`src/design/rie_pkg.sv`:
```
// shared types and constants for the instruction execute core
// no dependencies
package rie_pkg;

    localparam int unsigned WORD_W = 32;
    localparam int unsigned FLAG_W = 4;
    localparam int unsigned PW_W   = 17;
    localparam logic [WORD_W-1:0] ALL_ONES = 32'hffff_ffff;
    localparam logic [4:0] SHIFT_MASK = 5'b11111;
    localparam int unsigned HALF_W = 16;
    localparam int unsigned OFS_W  = 24;

    // instruction commands
    typedef enum logic [3:0] {
        CMD_ALU   = 4'd0,
        CMD_LSL   = 4'd1,
        CMD_ASR   = 4'd2,
        CMD_LSR   = 4'd3,
        CMD_LOAD  = 4'd4,
        CMD_LOADI = 4'd5,
        CMD_STORE = 4'd6,
        CMD_JMP   = 4'd7,
        CMD_JMPI  = 4'd8,
        CMD_JMPC  = 4'd9,
        CMD_JMPIC = 4'd10,
        CMD_BREAK = 4'd11
    } cmd_t;

    // alu operations
    typedef enum logic [2:0] {
        OP_AND = 3'd0,
        OP_OR  = 3'd1,
        OP_NOR = 3'd2,
        OP_XOR = 3'd3,
        OP_ADD = 3'd4,
        OP_SUB = 3'd5,
        OP_MUL = 3'd6,
        OP_DIV = 3'd7
    } alu_op_t;

    // error codes
    typedef enum logic [1:0] {
        ERR_NONE   = 2'd0,
        ERR_PC     = 2'd1,
        ERR_OPCODE = 2'd2
    } err_t;

    // flag bit positions
    localparam int unsigned FL_ZERO  = 0;
    localparam int unsigned FL_NEG   = 1;
    localparam int unsigned FL_OVF   = 2;
    localparam int unsigned FL_CARRY = 3;

    // controller states
    typedef enum logic [2:0] {
        ST_IDLE,
        ST_READ,
        ST_EXEC,
        ST_MULW,
        ST_DIVW,
        ST_DONE
    } state_t;

    // controller to datapath commands
    typedef struct packed {
        logic capture;   // latch instruction word
        logic read_ops;  // register operand reads
        logic execute;   // evaluate instruction
        logic mul_start;
        logic mul_fin;
        logic div_start;
        logic div_step;
        logic div_fin;
        logic commit;    // update state and output word
    } dp_cmd_t;

    // datapath to controller status
    typedef struct packed {
        logic needs_mul;
        logic needs_div;
        logic div_last;
        logic clearing;  // data memory clearing pass after reset
    } dp_stat_t;

endpackage

```
`src/design/rie_ctrl.sv`:
```
// controller state machine sequencing one instruction at a time
// depends on rie_pkg
module rie_ctrl (
    input  logic              aclk,
    input  logic              aresetn,
    input  logic              s_valid,
    output logic              s_ready,
    output logic              m_valid,
    input  logic              m_ready,
    output rie_pkg::dp_cmd_t  cmd,
    input  rie_pkg::dp_stat_t stat
);
    import rie_pkg::*;

    state_t state_reg, state_next;
    logic   mvalid_reg, mvalid_next;

    // next state
    always_comb begin
        state_next = state_reg;
        unique case (state_reg)
            ST_IDLE: if (s_valid && !stat.clearing) state_next = ST_READ;
            ST_READ: state_next = ST_EXEC;
            ST_EXEC: begin
                if (stat.needs_div) state_next = ST_DIVW;
                else if (stat.needs_mul) state_next = ST_MULW;
                else state_next = ST_DONE;
            end
            ST_MULW: state_next = ST_DONE;
            ST_DIVW: if (stat.div_last) state_next = ST_DONE;
            ST_DONE: if (!mvalid_reg || m_ready) state_next = ST_IDLE;
            default: state_next = ST_IDLE;
        endcase
    end

    // outputs
    always_comb begin
        cmd = '0;
        s_ready = 1'b0;
        unique case (state_reg)
            ST_IDLE: begin
                s_ready = !stat.clearing;
                cmd.capture = s_valid && !stat.clearing;
            end
            ST_READ: cmd.read_ops = 1'b1;
            ST_EXEC: begin
                cmd.execute = 1'b1;
                cmd.mul_start = stat.needs_mul;
                cmd.div_start = stat.needs_div;
            end
            ST_MULW: cmd.mul_fin = 1'b1;
            ST_DIVW: begin
                cmd.div_step = 1'b1;
                cmd.div_fin = stat.div_last;
            end
            ST_DONE: cmd.commit = !mvalid_reg || m_ready;
            default: ;
        endcase
    end

    // output word valid
    always_comb begin
        mvalid_next = mvalid_reg;
        if (m_ready) mvalid_next = 1'b0;
        if (cmd.commit) mvalid_next = 1'b1;
    end

    always_ff @(posedge aclk) begin
        if (!aresetn) begin
            state_reg  <= ST_IDLE;
            mvalid_reg <= 1'b0;
        end else begin
            state_reg  <= state_next;
            mvalid_reg <= mvalid_next;
        end
    end

    assign m_valid = mvalid_reg;

    // a word is only committed from the done state
    a_commit_done: assert property (@(posedge aclk) disable iff (!aresetn)
        cmd.commit |-> state_reg == ST_DONE) else $error("commit outside done");
    // a committed word is valid next cycle
    a_commit_valid: assert property (@(posedge aclk) disable iff (!aresetn)
        cmd.commit |=> m_valid) else $error("commit lost");
    // no new word accepted while one is in flight
    a_one_item: assert property (@(posedge aclk) disable iff (!aresetn)
        (s_valid && s_ready) |=> !s_ready) else $error("overlapping items");
endmodule

```
`config.mk`:
```
export PLATFORM = sky130hd
export DESIGN_NAME = rie_ctrl
export DESIGN_NICKNAME = d
export VERILOG_FILES = /design/src/design/rie_pkg.sv /design/src/design/rie_ctrl.sv
export SDC_FILE = /design/constraint.sdc
export NUM_CORES = 1
export LEC_CHECK = 0
export BUFFER_PORTS_ARGS = -buffer_cell sky130_fd_sc_hd__buf_2
export CAP_MARGIN = 10
export CORE_AREA = 2 2 39 41
export CTS_CLUSTER_DIAMETER = 120
export DETAILED_ROUTE_END_ITERATION = 10
export DIE_AREA = 0 0 41 43
export PLACE_DENSITY = 0.45
export SYNTH_ARGS = -nofsm -noshare
export SYNTH_HDL_FRONTEND = slang
export SYNTH_SLANG_ARGS = --single-unit
```
`constraint.sdc`:
```
create_clock -name aclk -period 1.3 [get_ports aclk]
set_input_delay 0.13 -clock aclk [delete_from_list [all_inputs] [get_ports aclk]]
set_output_delay 0.13 -clock aclk [all_outputs]
set_load 0.02 [all_outputs]
```
# Word level (Yosys, flattened, before mapping)
# Index checks and enable logic that the tools add are counted.
# op_classes
eq_ne	8
n_mux	16
reduce_logical	7
# ops
op	n
case mux 3 bit (6 select lines)	1
2-to-1 mux 3 bit	5
2-to-1 mux 1 bit	8
equality test 3 x 2 -> 1 bit (second input constant)	2
equality test 3 bit (second input constant)	2
!= test 2 bit (second input constant)	3
2-to-1 mux 2 bit	2
equality test 3 x 1 -> 1 bit (second input constant)	1
logical NOT 3 bit	1
AND reduction 3 bit	1
logical NOT 1 bit	2
nonzero test 2 bit	1
logical AND 1 bit	1
logical OR 1 bit	1
# word_totals
reg_bits	4
input_bits	8
output_inout_bits	11

# Logic depth before layout (Yosys ltp)
# depth
ltp_word	4
depth_mapped	5
mapped_depth_nobuf	3

# Worst setup path after synthesis
# No wires, ideal clock.
# synth_path
kind	flip-flop to output port
startpoint	reg state_reg[0]
endpoint	out cmd[8] (netlist bit)
arrival_ns	1.487
t_required_ns	1.170
slack_ns	-0.317
stages_incl_launch_ff	4
path_buffers	1
path_cell_list	dfxtp_1 buf_6 nor4_1 and2_1
# synth_rtl
item	line_no	source
start, declared	rie_ctrl.sv:15	state_t state_reg, state_next;
start signal, assigned	rie_ctrl.sv:73	state_reg <= state_next;
end, declared	rie_ctrl.sv:10	output rie_pkg::dp_cmd_t cmd,

==> results.json <==
{
  "drive_gt1_share_pct": 71.0,
  "postRouteWirelength_um": 792,
  "slew_violations": 0,
  "max-slew-margin-rel_pct": 79.7,
  "synth_fp_nets": 44,
  "synthFlopType": "dfxtp_1",
  "status": "finished with violations",
  "place_area_um2": 439,
  "setup_slack_ns": -0.0155,
  "synth-async-reset-ratio_pct": 0,
  "clock_latency_ns": 0.23,
  "grt_max_degree": 8,
  "netlist.area_leader.share_pct": 26.7,
  "critPathSlowestCell": "dfxtp_4",
  "worstSetupEndpointType": "output port",
  "use_met1_pct": 9.65,
  "synth_largest_area_cell": "dfxtp_1",
  "cts_inserted_buffers": 3,
  "firstDrtPassIters": 4,
  "utilization_pct": 40.5,
  "wl_per_cell_um": 10.2,
  "worstSetupStartpointType": "flip-flop",
  "final.setup.tns_ns": -0.0155,
  "row_count": 14,
  "synth_area_um2": 300,
  "gr-total-overflow": 0,
  "leakagePower_nw": 0.263,
  "cts_hold_buf": 0,
  "cts_max_path_buffers": 2,
  "synth.most_common_cell": "nor2_1",
  "grtUsageMet2_pct": 15.9,
  "cp_slowest_stage_delay_ns": 0.36,
  "p_total_w": 0.000451,
  "critPathKind": "reg2out",
  "ys_types": 23,
  "setup_viol_count_final": 1,
  "max_freq_ghz": 0.760,
  "grt_use_total_pct": 9.94,
  "finalHoldViolCount": 0,
  "rsz0062_at_grt": "yes",
  "tritoncts": "built",
  "fp.dieW_um": 41,
  "met3_usage_pct": 3.14,
  "seq_area_um2": 91.3,
  "detailed_place_hpwl_um": 576,
  "grt_pass1_vias": 295,
  "crit_chain": "buf_6 > nor4_4 > and2_1 > buf_6",
  "arrival_ns": 1.19,
  "finalCritPeriodShare_pct": 101,
  "p_per_area_nw_per_um2": 805,
  "path_max_fanout": 6,
  "synth_area_leaders": "dfxtp_1 (27%), nor2_1 (7.5%), and2_1 (6.3%)",
  "grt_first_pass_wirelength_mm": 1.12,
  "ant_nets": 0,
  "hp-class": "in2reg",
  "clock_skew_ns": 0.00154,
  "num_vias": 340,
  "ir_drop_mv": 0.373,
  "top_usage_layer": "met2",
  "ys_seq_area_share_pct": 26.7,
  "synth.avg_cell_area_um2": 8.34,
  "diodes": 0,
  "dieArea_um2": 1760,
  "syn_inst": 36,
  "initial_utilization_pct": 21.7,
  "synth-seq-cells": 4,
  "yosysWarnings": 0,
  "worst_pin_slew_ns": 0.303,
  "core_area_um2": 1380,
  "cap_viol_max_count": 0,
  "synth_edf_count": 0,
  "die_y_um": 43,
  "multiInputGateArea_um2": 244,
  "layout.nets": 72,
  "violations": "setup timing",
  "worst_ep_required_time_ns": 1.17,
  "gp_congestion": 0.657,
  "fin_area_um2": 561,
  "via_per_inst": 4.36,
  "fillCellCount": 154,
  "area_growth_pct": 86.7,
  "drc": 0,
  "worst_path_most_repeated_cell": "buf_6",
  "largest_reg_flops": 3,
  "cts_root_buffer": "clkbuf_4",
  "clk_pin_slew_ns": 0.03,
  "clock_sinks": 4,
  "period_needed_ns": 1.32,
  "ios": 19,
  "htreeDepth": 1,
  "antenna_found_initial": 0,
  "yosys-top-cells-count": "nor2_1 (6), dfxtp_1 (4), and2_1 (3)",
  "drt_iter0_markers": 7,
  "io_buffer_count": 18
}
## area by class of cell
| cell class | count | area share, % |
|---|---|---|
| Multi-Input combinational cell | 28 | 43.5 |
| Timing Repair Buffer | 25 | 31.2 |
| Sequential cell | 4 | 16.3 |
| Clock buffer | 3 | 4.02 |
| Tap cell | 16 | 3.57 |
| Inverter | 2 | 1.34 |
## cells in the final DEF (no fill, tap or decap)
cell / count
nor3_1: 1
nand2b_4: 2
a21oi_1: 1
a2111oi_2: 1
dfxtp_1: 1
nor3b_1: 1
inv_1: 1
and2b_2: 1
clkbuf_4: 3
nor2_4: 2
buf_2: 14
nor3b_2: 1
a211oi_1: 2
a21o_1: 1
nand2b_1: 1
o21a_1: 1
buf_4: 5
nor2_1: 4
nor2b_1: 1
buf_6: 6
mux2i_1: 1
a21boi_2: 1
nor4_4: 1
and2b_1: 1
dfxtp_4: 3
and2_1: 1
inv_2: 1
or2_4: 1
and2_4: 2
## stage by stage
| step | hold slack [ns] | setup slack, ns | std cells |
|---|---|---|---|
| 4_1_cts | 0.140 | -0.0417 | 78 |
| 2_1_floorplan | 0.248 | 0.0489 | 36 |
| 3_3_place_gp | 0.399 | 0.0622 | 72 |
| 3_5_place_dp | 0.384 | 0.0498 | 72 |
| 5_1_grt | 0.147 | -0.0695 | 78 |
| 6_report | 0.152 | -0.0155 | 78 |
## worst paths after layout
check / to / from / slack, ns / cells past startpoint
worst min register to register: state_reg[1] / state_reg[2] / 0.50 / 1
worst max-delay path: cmd[8] / state_reg[1] / -0.02 / 4
worst max register to register: state_reg[0] / state_reg[0] / 0.08 / 5
worst min-delay path: state_reg[2] / aresetn / 0.15 / 2
## power by group
group	internal (W)	leakage, nW	switching, W
sequential	0.000130	0.0347	0.0000143
combinational	0.0000861	0.215	0.0000757
clock	0.000103	0.0138	0.0000429
total	0.000319	0.263	0.000133
## cells by family after synthesis
family,count (synthesis),share of synthesized area (%)
AO/OA/AOI/OAI,7,20.4
flip-flops,4,26.7
buffers and inverters,4,8.75
AND/OR/NAND/NOR,20,40.8
multiplexers,1,3.33
## timing repair
item                                    in CTS  in global routing
endpoints found under the setup margin       9                  6
resized for setup                           14                 10
cloned                                       0                  0
pin swaps                                    3                  4
setup buffers                                3                  0
## routing by layer
metal	up-vias	part of all wire, %
li1	178	-
met1	153	41
met2	9	54
met3	0	5.1
met4	0	0
met5	-	0
## worst max-delay path: cells and delay by family, from the launching register on
kind | cells | cell delay (ns)
flops | 1 | 0.36
simple gates | 2 | 0.37
buf+inv | 2 | 0.23
Power figures use the tool's default switching activity.
